--- src/rtl/core/u8u16_pkg.sv ---
// ----------------------------------------------------------------------------
// u8u16_pkg
// Types, constants and helper functions of the UTF-8 to UTF-16 decoder.
// ----------------------------------------------------------------------------
package u8u16_pkg;

    typedef logic [31:0] t_cp;
    typedef logic [2:0]  t_trails;
    typedef logic [15:0] t_unit;

    typedef struct packed {
        logic valid;
        t_cp  cp;
    } t_cp_xfer;

    typedef enum logic {
        BACK_FIRST,
        BACK_SECOND
    } t_back_state;

    localparam t_cp     SEQ_OFS_0    = 32'h0000_0000;
    localparam t_cp     SEQ_OFS_1    = 32'h0000_3080;
    localparam t_cp     SEQ_OFS_2    = 32'h000E_2080;
    localparam t_cp     SEQ_OFS_3    = 32'h03C8_2080;
    localparam t_cp     SEQ_OFS_4    = 32'hFA08_2080;
    localparam t_cp     SEQ_OFS_5    = 32'h8208_2080;

    localparam t_unit   UNIT_REPLACE = 16'hFFFD;
    localparam t_cp     CP_MAX       = 32'h0010_FFFF;
    localparam t_cp     CP_SUPP_BASE = 32'h0001_0000;
    localparam logic [5:0] SUR_HIGH_TAG = 6'b110110;
    localparam logic [5:0] SUR_LOW_TAG  = 6'b110111;
    localparam logic [4:0] SUR_RANGE_TAG = 5'b11011;

    function automatic t_trails lead_trails(input logic [7:0] b);
        t_trails t;
        case (b) inside
            [8'h00:8'hBF]: t = 3'd0;
            [8'hC0:8'hDF]: t = 3'd1;
            [8'hE0:8'hEF]: t = 3'd2;
            [8'hF0:8'hF7]: t = 3'd3;
            [8'hF8:8'hFB]: t = 3'd4;
            default:       t = 3'd5;
        endcase
        return t;
    endfunction

    function automatic t_cp seq_offset(input t_trails t);
        t_cp o;
        case (t)
            3'd1:    o = SEQ_OFS_1;
            3'd2:    o = SEQ_OFS_2;
            3'd3:    o = SEQ_OFS_3;
            3'd4:    o = SEQ_OFS_4;
            3'd5:    o = SEQ_OFS_5;
            default: o = SEQ_OFS_0;
        endcase
        return o;
    endfunction

endpackage

--- src/rtl/core/u8u16_front.sv ---
// ----------------------------------------------------------------------------
// u8u16_front
// Accept bytes, track the sequence length and build code points.
// ----------------------------------------------------------------------------
module u8u16_front
    import u8u16_pkg::*;
(
    input  logic       i_clk,
    input  logic       i_rst_n,
    input  logic       i_valid,
    input  logic [7:0] i_byte,
    input  logic       i_last,
    input  logic       i_ready,
    output t_cp_xfer   o_push
);

    t_cp     r_acc,   n_acc;
    t_trails r_left,  n_left;
    t_trails r_seq,   n_seq;
    logic    accept;
    logic    done;

    assign accept = i_valid && i_ready;

    always_comb begin
        if (r_left == 3'd0) begin
            n_seq  = lead_trails(i_byte);
            n_left = n_seq;
            n_acc  = {24'd0, i_byte};
        end else begin
            n_seq  = r_seq;
            n_left = r_left - 3'd1;
            n_acc  = {r_acc[25:0], 6'd0} + {24'd0, i_byte};
        end
        done = (n_left == 3'd0);
    end

    assign o_push.valid = accept && done;
    assign o_push.cp    = n_acc - seq_offset(n_seq);

    always_ff @(posedge i_clk) begin
        if (!i_rst_n) begin
            r_acc  <= '0;
            r_left <= '0;
            r_seq  <= '0;
        end else if (accept) begin
            if (done || i_last) begin
                r_acc  <= '0;
                r_left <= '0;
                r_seq  <= '0;
            end else begin
                r_acc  <= n_acc;
                r_left <= n_left;
                r_seq  <= n_seq;
            end
        end
    end

endmodule

--- src/rtl/core/u8u16_queue.sv ---
// ----------------------------------------------------------------------------
// u8u16_queue
// Short code point queue between front and back.
// ----------------------------------------------------------------------------
module u8u16_queue
    import u8u16_pkg::*;
#(
    parameter int DEPTH = 4
) (
    input  logic     i_clk,
    input  logic     i_rst_n,
    input  t_cp_xfer i_push,
    input  logic     i_pop,
    output t_cp_xfer o_head,
    output logic     o_full
);

    localparam int PW = $clog2(DEPTH);
    localparam int CW = $clog2(DEPTH + 1);
    localparam logic [PW-1:0] PTR_LAST = PW'(DEPTH - 1);
    localparam logic [CW-1:0] CNT_FULL = CW'(DEPTH);

    t_cp           r_mem [DEPTH];
    logic [PW-1:0] r_wr, n_wr;
    logic [PW-1:0] r_rd, n_rd;
    logic [CW-1:0] r_cnt, n_cnt;
    logic          do_pop;

    assign do_pop = i_pop && (r_cnt != '0);
    assign o_head.valid = (r_cnt != '0);
    assign o_head.cp    = r_mem[r_rd];
    assign o_full       = (r_cnt == CNT_FULL);

    always_comb begin
        n_wr  = i_push.valid ? ((r_wr == PTR_LAST) ? '0 : r_wr + 1'b1) : r_wr;
        n_rd  = do_pop ? ((r_rd == PTR_LAST) ? '0 : r_rd + 1'b1) : r_rd;
        n_cnt = r_cnt;
        if (i_push.valid && !do_pop) begin
            n_cnt = r_cnt + 1'b1;
        end else if (!i_push.valid && do_pop) begin
            n_cnt = r_cnt - 1'b1;
        end
    end

    always_ff @(posedge i_clk) begin
        if (i_push.valid) begin
            r_mem[r_wr] <= i_push.cp;
        end
    end

    always_ff @(posedge i_clk) begin
        if (!i_rst_n) begin
            r_wr  <= '0;
            r_rd  <= '0;
            r_cnt <= '0;
        end else begin
            r_wr  <= n_wr;
            r_rd  <= n_rd;
            r_cnt <= n_cnt;
        end
    end

endmodule

--- src/rtl/core/u8u16_back.sv ---
// ----------------------------------------------------------------------------
// u8u16_back
// Classify queued code points and emit UTF-16 code units.
// ----------------------------------------------------------------------------
module u8u16_back
    import u8u16_pkg::*;
(
    input  logic     i_clk,
    input  logic     i_rst_n,
    input  t_cp_xfer i_head,
    output logic     o_pop,
    output logic     o_valid,
    input  logic     i_ready,
    output t_unit    o_unit,
    output logic     o_last
);

    t_back_state r_state, n_state;
    logic        r_valid;
    t_unit       r_unit;
    logic        r_last;
    logic        load;
    logic        neg;
    logic        bmp;
    logic        sur;
    logic        pair;
    logic [19:0] supp;
    t_cp         supp_full;
    t_unit       n_unit;
    logic        n_last;

    assign load = !r_valid || i_ready;

    always_comb begin
        neg       = i_head.cp[31];
        bmp       = neg || (i_head.cp[31:16] == 16'd0);
        sur       = !neg && (i_head.cp[31:16] == 16'd0)
                    && (i_head.cp[15:11] == SUR_RANGE_TAG);
        pair      = !bmp && (i_head.cp <= CP_MAX);
        supp_full = i_head.cp - CP_SUPP_BASE;
        supp      = supp_full[19:0];
    end

    always_comb begin
        n_state = r_state;
        case (r_state)
            BACK_FIRST: begin
                if (load && i_head.valid && pair) begin
                    n_state = BACK_SECOND;
                end
            end
            BACK_SECOND: begin
                if (load) begin
                    n_state = BACK_FIRST;
                end
            end
            default: n_state = BACK_FIRST;
        endcase
    end

    always_comb begin
        o_pop  = 1'b0;
        n_unit = UNIT_REPLACE;
        n_last = 1'b1;
        case (r_state)
            BACK_FIRST: begin
                o_pop = load && i_head.valid && !pair;
                if (pair) begin
                    n_unit = {SUR_HIGH_TAG, supp[19:10]};
                    n_last = 1'b0;
                end else if (bmp && !sur) begin
                    n_unit = i_head.cp[15:0];
                end
            end
            BACK_SECOND: begin
                o_pop  = load;
                n_unit = {SUR_LOW_TAG, supp[9:0]};
            end
            default: o_pop = 1'b0;
        endcase
    end

    always_ff @(posedge i_clk) begin
        if (!i_rst_n) begin
            r_state <= BACK_FIRST;
            r_valid <= 1'b0;
        end else begin
            r_state <= n_state;
            if (load) begin
                r_valid <= i_head.valid;
            end
        end
    end

    always_ff @(posedge i_clk) begin
        if (load) begin
            r_unit <= n_unit;
            r_last <= n_last;
        end
    end

    assign o_valid = r_valid;
    assign o_unit  = r_unit;
    assign o_last  = r_last;

endmodule

--- src/rtl/core/utf8_to_utf16_decoder_core.sv ---
// ----------------------------------------------------------------------------
// utf8_to_utf16_decoder_core
// UTF-8 byte stream in, UTF-16 code unit stream out.
// ----------------------------------------------------------------------------
// Takes one byte per cycle. The front builds each code point as bytes
// arrive and pushes it into a queue of DEPTH entries once its last byte is
// taken; the back drains the queue into a registered output, one code unit
// per cycle while the receiver is ready. A surrogate pair yields two code
// units, so input stalls only when the queue fills. A code point reaches
// the output through the queue and the output register. tlast on input
// drops an unfinished sequence; tlast on output marks the final code unit
// caused by one input byte (low on the high half of a pair).
// ----------------------------------------------------------------------------
module utf8_to_utf16_decoder_core
    import u8u16_pkg::*;
#(
    parameter int DEPTH = 4
) (
    input  logic        i_clk,
    input  logic        i_rst_n,
    input  logic        s_axis_tvalid,
    output logic        s_axis_tready,
    input  logic [7:0]  s_axis_tdata,   // [7:0] byte_value
    input  logic        s_axis_tlast,
    output logic        m_axis_tvalid,
    input  logic        m_axis_tready,
    output logic [15:0] m_axis_tdata,   // [15:0] code_unit
    output logic        m_axis_tlast
);

    t_cp_xfer push;
    t_cp_xfer head;
    logic     pop;
    logic     full;

    assign s_axis_tready = !full;

    u8u16_front u_front (
        .i_clk   (i_clk),
        .i_rst_n (i_rst_n),
        .i_valid (s_axis_tvalid),
        .i_byte  (s_axis_tdata),
        .i_last  (s_axis_tlast),
        .i_ready (s_axis_tready),
        .o_push  (push)
    );

    u8u16_queue #(
        .DEPTH (DEPTH)
    ) u_queue (
        .i_clk   (i_clk),
        .i_rst_n (i_rst_n),
        .i_push  (push),
        .i_pop   (pop),
        .o_head  (head),
        .o_full  (full)
    );

    u8u16_back u_back (
        .i_clk   (i_clk),
        .i_rst_n (i_rst_n),
        .i_head  (head),
        .o_pop   (pop),
        .o_valid (m_axis_tvalid),
        .i_ready (m_axis_tready),
        .o_unit  (m_axis_tdata),
        .o_last  (m_axis_tlast)
    );

endmodule

--- config.mk ---
export PLATFORM = sky130hd
export DESIGN_NAME = utf8_to_utf16_decoder_core
export DESIGN_NICKNAME = d
export VERILOG_FILES = /design/src/rtl/core/u8u16_pkg.sv /design/src/rtl/core/u8u16_front.sv /design/src/rtl/core/u8u16_queue.sv /design/src/rtl/core/u8u16_back.sv /design/src/rtl/core/utf8_to_utf16_decoder_core.sv
export SDC_FILE = /design/constraint.sdc
export NUM_CORES = 1
export LEC_CHECK = 0
export BUFFER_PORTS_ARGS = -buffer_cell sky130_fd_sc_hd__buf_4
export CAP_MARGIN = 20
export CORE_AREA = 3 3 118 165
export CTS_BUF_LIST = sky130_fd_sc_hd__clkbuf_8
export CTS_CLUSTER_DIAMETER = 80
export CTS_CLUSTER_SIZE = 40
export DETAILED_ROUTE_END_ITERATION = 7
export DIE_AREA = 0 0 121 168
export PLACE_DENSITY = 0.75
export SYNTH_ARGS = -nofsm -noshare
export SYNTH_HDL_FRONTEND = slang
export SYNTH_SLANG_ARGS = --single-unit
--- constraint.sdc ---
create_clock -name i_clk -period 9 [get_ports i_clk]
set_input_delay 0.9 -clock i_clk [delete_from_list [all_inputs] [get_ports i_clk]]
set_output_delay 0.9 -clock i_clk [all_outputs]
set_load 0.02 [all_outputs]
==> results_dict.tcl, run 1 <==
set metrics [dict create \
    worstPathRequired_ns 9.12 \
    first_pass_iters 4 \
    std_cell_rows 58 \
    yosysSeqAreaShare 0.5821 \
    max_freq_ghz 0.1959 \
    critPathKind "reg -> reg" \
    root_buffer "clkbuf_8" \
    ir_drop_uv 127.7 \
    detail_route.wirelength_um 17620 \
    routedWlPerCell_um 17.87 \
    antenna_found_initial 0 \
    fin_nets 774 \
    min_period_over_period 0.5672 \
    antennaDiodeCount 0 \
    grt_use_total 0.1785 \
    critical_path_arrival_ns 5.22 \
    cts.sinks 188 \
    final_area_um2 9808 \
    ys_seq_elements 188 \
    start_util 0.4958 \
    cts_resized 0 \
    overflow 0 \
    p_leak_nw 3.347 \
    fp.dieH_um 168 \
    postCtsSetupRepairBufs 0 \
    synth_top_area_cell "edfxtp_1" \
    tightest_slew_ns 0.9759 \
    die_w_um 121 \
    htreeDepth 4 \
    syn_to_final_growth_pct 9.483 \
    clockBufferDepth 2 \
    final.setup.worst_slack_ns 3.895 \
    clk_latency_ns 0.46 \
    fin_hold_ws_ns 0.5250 \
    netlist_instances 705 \
    grt_max_degree 42 \
    drt-vias-per-instance 5.709 \
    drc 0 \
    synth_top_cell_area_share 0.4860 \
    core_um2 18070 \
    dpl.hpwl_um 12430 \
    grt_pass1_vias 5787 \
    power_density_nw_per_um2 232.2 \
    max_cap_violations 0 \
    io-pin-count 32 \
    tns_ns 0 \
    hold_class "reg -> reg" \
    path_max_fanout 39 \
    synth_area_per_cell_um2 12.71 \
    gp_congestion 0.8988 \
    placed_area_um2 9412 \
    endpoint_kind "register" \
    cts_tree "built" \
    path_clk_slew_ns 0.10 \
    ant_nets 0 \
    vias 5629 \
    yosysUniqueCellTypes 79 \
    grt_pass1_wl_um 28680 \
    period_needed_ns 5.105 \
    synthArstFlopShare 0 \
    port_buffers 31 \
    maxSlewViolCount 0 \
    syn_nets 746 \
    outcome "complete, no violations" \
    preCtsSetupSlack_ns 3.818 \
    fin_skew_ns 0.02042 \
    cts_hold_buf 0 \
    drtIter0Drc 526 \
    dieArea_um2 20330 \
    setup_violations 0 \
    max-slew-margin-rel 0.3411 \
    yosysWarningCount 0 \
    fin_cells 986 \
    synthFlopType "edfxtp_1" \
    placed_cells 954 \
    synth-edff-count 145 \
    rsz0062_at_grt "false" \
    crit_path_start_kind "register" \
    yosys-top-cells-area "edfxtp_1, dfxtp_1, mux4_2" \
    synth_area_um2 8959 \
    hold_violations 0 \
    numCtsBuffers 17 \
    drive_above_1_share 0.1662 \
]
==> path summary, 6_finish.rpt <==
check,startpoint,to,slack [ns],depth (start not counted)
max,u_front.r_left[0],u_queue.r_mem[0][25],3.90,17
min,u_queue.r_rd[1],u_queue.r_rd[1],0.52,2
max reg2reg,u_front.r_left[0],u_queue.r_mem[0][25],3.90,17
min reg2reg,u_queue.r_rd[1],u_queue.r_rd[1],0.52,2
==> power breakdown <==
part           switching, mW  internal (mW)  leakage (nW)
sequential            0.0334           1.07          1.68
combinational          0.361          0.262          1.47
clock                  0.310          0.237         0.201
total                  0.704           1.57          3.35
==> placed cells by master (no fill, tap or decap), types with 5 or more instances in the layout <==
| master | count |
|---|---|
| a21boi_0 | 7 |
| a21oi_1 | 21 |
| a22oi_1 | 28 |
| and2_1 | 5 |
| buf_4 | 39 |
| clkbuf_8 | 18 |
| dfxtp_1 | 43 |
| edfxtp_1 | 145 |
| ha_1 | 26 |
| inv_1 | 32 |
| mux2i_1 | 6 |
| mux4_2 | 21 |
| nand2_1 | 42 |
| nand2b_1 | 5 |
| nand3_1 | 11 |
| nand4_1 | 9 |
| nor2_1 | 55 |
| nor2b_1 | 40 |
| nor3_1 | 15 |
| nor4_1 | 11 |
| o21ai_0 | 21 |
| or3_1 | 8 |
| xnor2_1 | 20 |
| xor2_1 | 19 |
==> state kept, by name, summed over array words and instances, names as in the netlist, named ones only <==
signal and cells:
u_queue.r_rd 2, u_queue.r_mem 128, u_queue.r_cnt 3, u_front.r_acc 26
u_front.r_seq 3, u_queue.r_wr 2, u_back.o_unit 16, u_front.r_left 3
u_back.r_state 1, u_back.o_valid 1, u_back.o_last 1
==> synth_stat cells, drive strengths merged (3+ instances only) <==
library cell / instances
nor4b: 3
nand4: 10
o311ai: 3
a22oi: 28
nor2b: 40
mux4: 21
a311oi: 4
mux2: 4
xor2: 19
a31oi: 4
a21oi: 22
inv: 32
nand3: 11
nand2: 43
or3: 9
mux2i: 6
a2111oi: 4
nor2: 55
o21ai: 22
nor4: 11
nor3: 16
o31ai: 3
buf: 11
o22a: 4
xnor2: 20
a21boi: 7
or2: 4
ha: 26
and2: 9
nand2b: 5
a21o: 5
edfxtp: 145
or4: 4
clkbuf: 19
dfxtp: 43
and3: 4
==> logic make-up (layout without fill, tap and decap cells) <==
family	count (synthesis)	in the layout	synth area share
buf+inv	62	103	0.02989
simple gates	233	233	0.1399
mux	31	31	0.06452
xor+xnor	39	39	0.03813
flops	188	188	0.5821
compound gates	124	124	0.1046
fa+ha+maj	28	28	0.04078
==> metrics by stage <==
step           utilization  power, mW
6_report            0.5428      2.277
5_1_grt             0.5428      2.393
2_1_floorplan            -      1.567
3_5_place_dp        0.5208      1.757
4_1_cts             0.5428      2.294
3_3_place_gp        0.5208      1.734
==> worst max-delay path, cell delays in order (launching register included) <==
cell and delay (ns):
dfxtp_1 0.40, inv_1 0.07, ha_1 0.19, ha_1 0.18, buf_4 0.25, and3_1 0.27, nand4_1 0.12, o21ai_0 0.25
nor2b_1 0.29, nor2_1 0.22, nand2_1 0.12, ha_1 0.23, ha_1 0.21, o21ai_0 0.11, a21oi_1 0.16, o21bai_1 0.54
a311oi_2 0.25, o311ai_0 0.89
==> layout make-up <==
type                       count  area, µm²
sequential                   188       5215
inverter                      32      120.1
timing repair buffer          39      292.8
multi-input combinational    455       3483
clock inverter                14      148.9
clock buffer                  18      247.7
tap                          240      300.3
fill                        1443       8262
==> routing by layer <==
| layer | GRT usage | wire [µm] |
|---|---|---|
| met1 | 0.2062 | 7113 |
| met2 | 0.3282 | 9643 |
| met3 | 0.02722 | 610 |
| met4 | 0.07002 | 256 |
| met5 | 0 | 0 |
No activity file was read; power rests on OpenSTA's default activity.
==> inputs of run 2 (changes only) <==
Clock period 9 ns to 4.9 ns, I/O delays scaled along.
==> run 2 against run 1 <==
Design area up 0.92%; clock skew up 0.0014 ns; die area unchanged; worst hold slack worse by 0.28 ns; largest cell class unchanged.
==> results_dict.tcl, run 2 (synthesis results as in run 1) <==
set metrics [dict create \
    max-slew-margin-rel 0.5521 \
    antennaDiodeCount 0 \
    grt_use_total 0.1818 \
    top_register "u_queue.r_mem" \
    path_clk_slew_ns 0.12 \
    crit_slowest_cell "or4_4" \
    outcome "complete, no violations" \
    internal_power_mw 2.860 \
    rr_worst_depth 17 \
    gp_congestion 0.9226 \
    layout_commonest_cell "edfxtp_1" \
    max_cap_violations 0 \
    placed_cells 961 \
    power_frac_clock 0.243 \
    drc 0 \
    tightest_slew_ns 0.6614 \
    fin_cells 994 \
    rr_endpoint "u_queue.r_mem[3][30]" \
    dieArea_um2 20330 \
    fp.dieH_um 168 \
    std_cell_rows 58 \
    p_leak_nw 3.392 \
    fin_nets 782 \
    syn_to_final_growth_pct 10.49 \
    clockBufferDepth 2 \
    min_period_over_period 0.9316 \
    cts.sinks 188 \
    p_seq_frac 0.490 \
    crit_path_start_kind "register" \
    layout_common_cells "edfxtp_1, nor2_1, buf_4" \
    tns_ns 0 \
    grt_max_degree 42 \
    critical_path_arrival_ns 4.78 \
    hold_class "in -> reg" \
    drt-vias-per-instance 5.743 \
    first_pass_iters 7 \
    fin_skew_ns 0.02180 \
    rsz0062_at_grt "false" \
    worstPathRequired_ns 5.11 \
    path_cells "ha_1, inv_1, fa_1, nand3b_4, or4_4, or2_2, nor2_1, nand2_1, xor2_1, nor2_1, ha_1, nand2_1, nand2b_1, a21o_1, and2_1, a311o_1, a311oi_1" \
    largest_reg_flops 128 \
    htreeDepth 4 \
    p_sw_frac 0.3234 \
    grt_pass1_vias 5677 \
    rrSetupSlack_ns 0.34 \
    ant_nets 0 \
    routedWlPerCell_um 17.88 \
    drtIter0Drc 401 \
    cts_hold_buf 0 \
    max_freq_ghz 0.2191 \
    port_buffers 31 \
    clk_latency_ns 0.47 \
    ir_drop_uv 192.3 \
    vias 5709 \
    critPathKind "reg -> reg" \
    period_needed_ns 4.565 \
    start_util 0.4958 \
    worstSetupStartpoint "u_front.r_acc[0]" \
    dpl.hpwl_um 12740 \
    power_density_nw_per_um2 427.0 \
    endpoint_kind "register" \
    die_w_um 121 \
    switching_power_mw 1.367 \
    hold_violations 0 \
    setup_violations 0 \
    maxSlewViolCount 0 \
    io-pin-count 32 \
    cts_tree "built" \
    worstSetupEndpoint "u_queue.r_mem[3][30]" \
    comb_power_share 0.267 \
    root_buffer "clkbuf_8" \
    path_max_fanout 9 \
    drive_above_1_share 0.1737 \
    grt_pass1_wl_um 28920 \
    numCtsBuffers 17 \
    critPathMaxStageDelay_ns 0.55 \
    antenna_found_initial 0 \
    critical_path.reg2reg.startpoint "u_front.r_acc[0]" \
    overflow 0 \
    detail_route.wirelength_um 17780 \
    core_um2 18070 \
]
==> run 2: how the worst min path moves through the flow <==
stage,from,endpoint,cells past startpoint
after detailed placement,u_queue.r_rd[1],register,2
after global placement,u_front.r_left[0],u_front.r_left[0],2
after floorplan,u_queue.r_rd[1],register,2
after global routing,s_axis_tdata[1],u_queue.r_mem[1][1],1
after CTS,s_axis_tdata[1],u_queue.r_mem[0][1],1
final,s_axis_tdata[1],u_queue.r_mem[1][1],1
==> run 2: critical path: cells and delay by family (launching register included) <==
| kind | cells | cell delay [ns] |
|---|---|---|
| and+or+nand+nor | 9 | 1.81 |
| adders and majority gates | 3 | 1.02 |
| AOI/OAI and AO/OA | 3 | 0.93 |
| DFF | 1 | 0.36 |
| xor gates and xnor gates | 1 | 0.13 |
| buffers and inverters | 1 | 0.06 |
==> run 2: layout make-up <==
cell class | count | area, µm²
tap | 240 | 300.3
clock inverter | 15 | 195.2
inverter | 32 | 120.1
clock buffer | 17 | 234.0
timing repair buffer | 47 | 352.8
fill | 1423 | 8172
sequential | 188 | 5215
multi-input combinational | 455 | 3481
==> run 2: routing by layer <==
metal	GRT usage	part of all wire
met1	0.2083	0.40
met2	0.3352	0.54
met3	0.02722	0.031
met4	0.07396	0.028
met5	0	0
==> run 2: per-stage QoR <==
stage	hold WS (ns)	power, mW	instance area (µm²)	util	worst slack [ns]
after floorplan	0.4667	2.878	8959	-	0.6281
after global placement	0.4805	3.199	9462	0.5236	0.2780
after detailed placement	0.4980	3.241	9462	0.5236	0.1306
after CTS	0.2189	4.257	9891	0.5474	0.3334
after global routing	0.2112	4.430	9898	0.5478	0.008201
final	0.2466	4.227	9898	0.5478	0.3351
==> run 2: power by group through the flow <==
| stage | Sequential (mW) | Clock (mW) | Combinational [mW] |
|---|---|---|---|
| 6_report | 2.07 | 1.03 | 1.13 |
| 5_1_grt | 2.09 | 1.11 | 1.23 |
| 4_1_cts | 2.07 | 1.05 | 1.14 |
| 3_5_place_dp | 2.11 | 0 | 1.13 |
| 3_3_place_gp | 2.09 | 0 | 1.10 |
| 2_1_floorplan | 2.14 | 0 | 0.737 |
==> run 2: repair_timing <==
action                                  4_1_cts  5_1_grt
buffers inserted                              0        0
endpoints found under the setup margin        0        4
resized for setup                             0        1
==> inputs of run 3 (changes only) <==
Settings changed: PLACE_DENSITY 0.75 to 0.78, SETUP_SLACK_MARGIN set to 0.2.
Clock period 4.9 ns to 3.75 ns, I/O delays scaled along.
==> run 3 against run 2 <==
The run now ends with setup timing left; flip-flop and latch count did not move; die area did not move; maximum frequency rose by 13%; clock skew rose by 0.0099 ns; utilization rose by 7.7 points; count of clock-buffer cells in the layout did not move; non-clock buffer count rose by 104; worst setup slack got worse by 0.62 ns; critical path depth did not move; register-to-register slack got worse by 0.62 ns; worst hold slack got worse by 0.13 ns; total power rose by 41%; critical path type unchanged; highest routed layer unchanged.
==> results_dict.tcl, run 3 (synthesis results as in run 1) <==
set metrics [dict create \
    worstPathRequired_ns 3.96 \
    hold_violations 0 \
    drtIter0Drc 624 \
    outcome "finished, violations left" \
    root_buffer "clkbuf_8" \
    grt_max_degree 42 \
    rrSetupSlack_ns -0.28 \
    violations "setup timing" \
    max_freq_ghz 0.2481 \
    antenna_found_initial 0 \
    grt_use_total 0.2008 \
    cts.sinks 188 \
    rsz0062_at_grt "true" \
    setup_violations 36 \
    min_period_over_period 1.075 \
    syn_to_final_growth_pct 26.02 \
    dpl.hpwl_um 13300 \
    grt_pass1_vias 6252 \
    drt-vias-per-instance 5.831 \
    dieArea_um2 20330 \
    fin_cells 1098 \
    critical_path.reg2reg.startpoint "u_front.r_acc[0]" \
    overflow 0 \
    core_um2 18070 \
    antennaDiodeCount 0 \
    first_pass_iters 6 \
    final.setup.worst_slack_ns -0.2802 \
    tightest_slew_ns 0.6647 \
    power.total_mw 5.944 \
    layout_common_cells "edfxtp_1, buf_4, nor2_1" \
    rr_endpoint "u_queue.r_mem[2][30]" \
    detail_route.wirelength_um 21670 \
    min-delay-start "s_axis_tdata[1]" \
    placed_cells 1037 \
    io-pin-count 32 \
    period_needed_ns 4.030 \
    power_density_nw_per_um2 526.5 \
    p_leak_nw 4.056 \
    start_util 0.4958 \
    hold_class "in -> reg" \
    die_w_um 121 \
    path_max_fanout 4 \
    max-slew-margin-rel 0.5522 \
    fin_nets 886 \
    std_cell_rows 58 \
    drc 0 \
    largest_reg_flops 128 \
    rr_worst_depth 17 \
    endpoint_kind "register" \
    clockBufferDepth 2 \
    layout_commonest_cell "edfxtp_1" \
    port_buffers 31 \
    ir_drop_uv 339.1 \
    fp.dieH_um 168 \
    critical_path_arrival_ns 4.24 \
    grt_pass1_wl_um 32110 \
    critPathKind "reg -> reg" \
    numCtsBuffers 17 \
    maxSlewViolCount 0 \
    crit_path_start_kind "register" \
    drive_above_1_share 0.3531 \
    cts_tree "built" \
    gp_congestion 0.8577 \
    ant_nets 0 \
    fin_hold_ws_ns 0.1211 \
    min_delay_path_depth 1 \
    path_clk_slew_ns 0.12 \
    vias 6402 \
    htreeDepth 4 \
    max_cap_violations 0 \
    top_register "u_queue.r_mem" \
    clk_latency_ns 0.48 \
    routedWlPerCell_um 19.74 \
    min_to "u_queue.r_mem[3][1]" \
    fin_skew_ns 0.03169 \
]
==> run 3: cell count changes in the layout (fill, tap and decap cells not counted), moves of 7 or more <==
cell     before  now
nor2_1       55   47
xnor2_1      20   13
buf_4        46  134
o21ai_0      21   14
ha_1         26   19
buf_6         0   17
==> run 3: area by class of cell <==
cell class	count	area, µm²
sequential	188	5221
clock buffer	17	234.0
timing repair buffer	151	1197
clock inverter	15	227.7
tap	240	300.3
inverter	32	120.1
fill	1277	6780
multi-input combinational	455	3989
==> run 3: how the worst max path moves through the flow <==
stage / startpoint / endpoint / slack, ns
finish: u_front.r_acc[0] / u_queue.r_mem[2][30] / -0.28
global route: u_front.r_acc[0] / u_queue.r_mem[2][30] / -0.43
detailed placement: s_axis_tdata[6] / u_queue.r_mem[2][30] / -0.36
CTS: u_front.r_acc[0] / u_queue.r_mem[2][30] / -0.13
global placement: s_axis_tdata[6] / u_queue.r_mem[0][30] / -0.24
floorplan: s_axis_tdata[6] / u_queue.r_mem[0][29] / -0.12
==> run 3: what timing repair did <==
action,4_1_cts,5_1_grt
setup buffers,17,12
hold buffers,0,0
resized for setup,43,61
pin swaps,20,32
endpoints found under the hold margin,0,0
setup endpoints to repair,69,66
==> run 3: per-layer routing <==
metal	track usage	vias up	part of all wire
met2	0.3676	281	0.54
li1	-	2920	-
met1	0.2337	3125	0.37
met5	0	-	0
met3	0.02755	76	0.048
met4	0.08333	0	0.043
==> run 3: through the flow <==
step	util	setup slack (ns)	TNS [ns]	instance area, µm²
4_1_cts	0.6034	-0.1316	-1.300	10900
5_1_grt	0.6248	-0.4294	-8.497	11290
6_report	0.6248	-0.2802	-4.697	11290
2_1_floorplan	-	-0.1210	-1.760	9062
3_3_place_gp	0.5598	-0.2410	-5.277	10120
3_5_place_dp	0.5598	-0.3583	-8.336	10120
==> run 3: critical path, cell delays in order (launching register included) <==
cell      delay, ns
dfxtp_2        0.37
ha_4           0.13
inv_2          0.04
fa_2           0.36
nand3b_4       0.17
or4_4          0.53
or2_4          0.29
nor2_4         0.09
nand2_1        0.07
xor2_1         0.15
nor2_1         0.06
ha_1           0.31
nand2_1        0.10
nand2b_1       0.06
a21o_1         0.20
and2_4         0.16
a311o_1        0.30
a311oi_2       0.37
==> run 3: report_power, final <==
group	internal (mW)	switching, mW
Combinational	0.815	0.983
Clock	0.603	0.864
Sequential	2.58	0.0987
Total	4.00	1.95
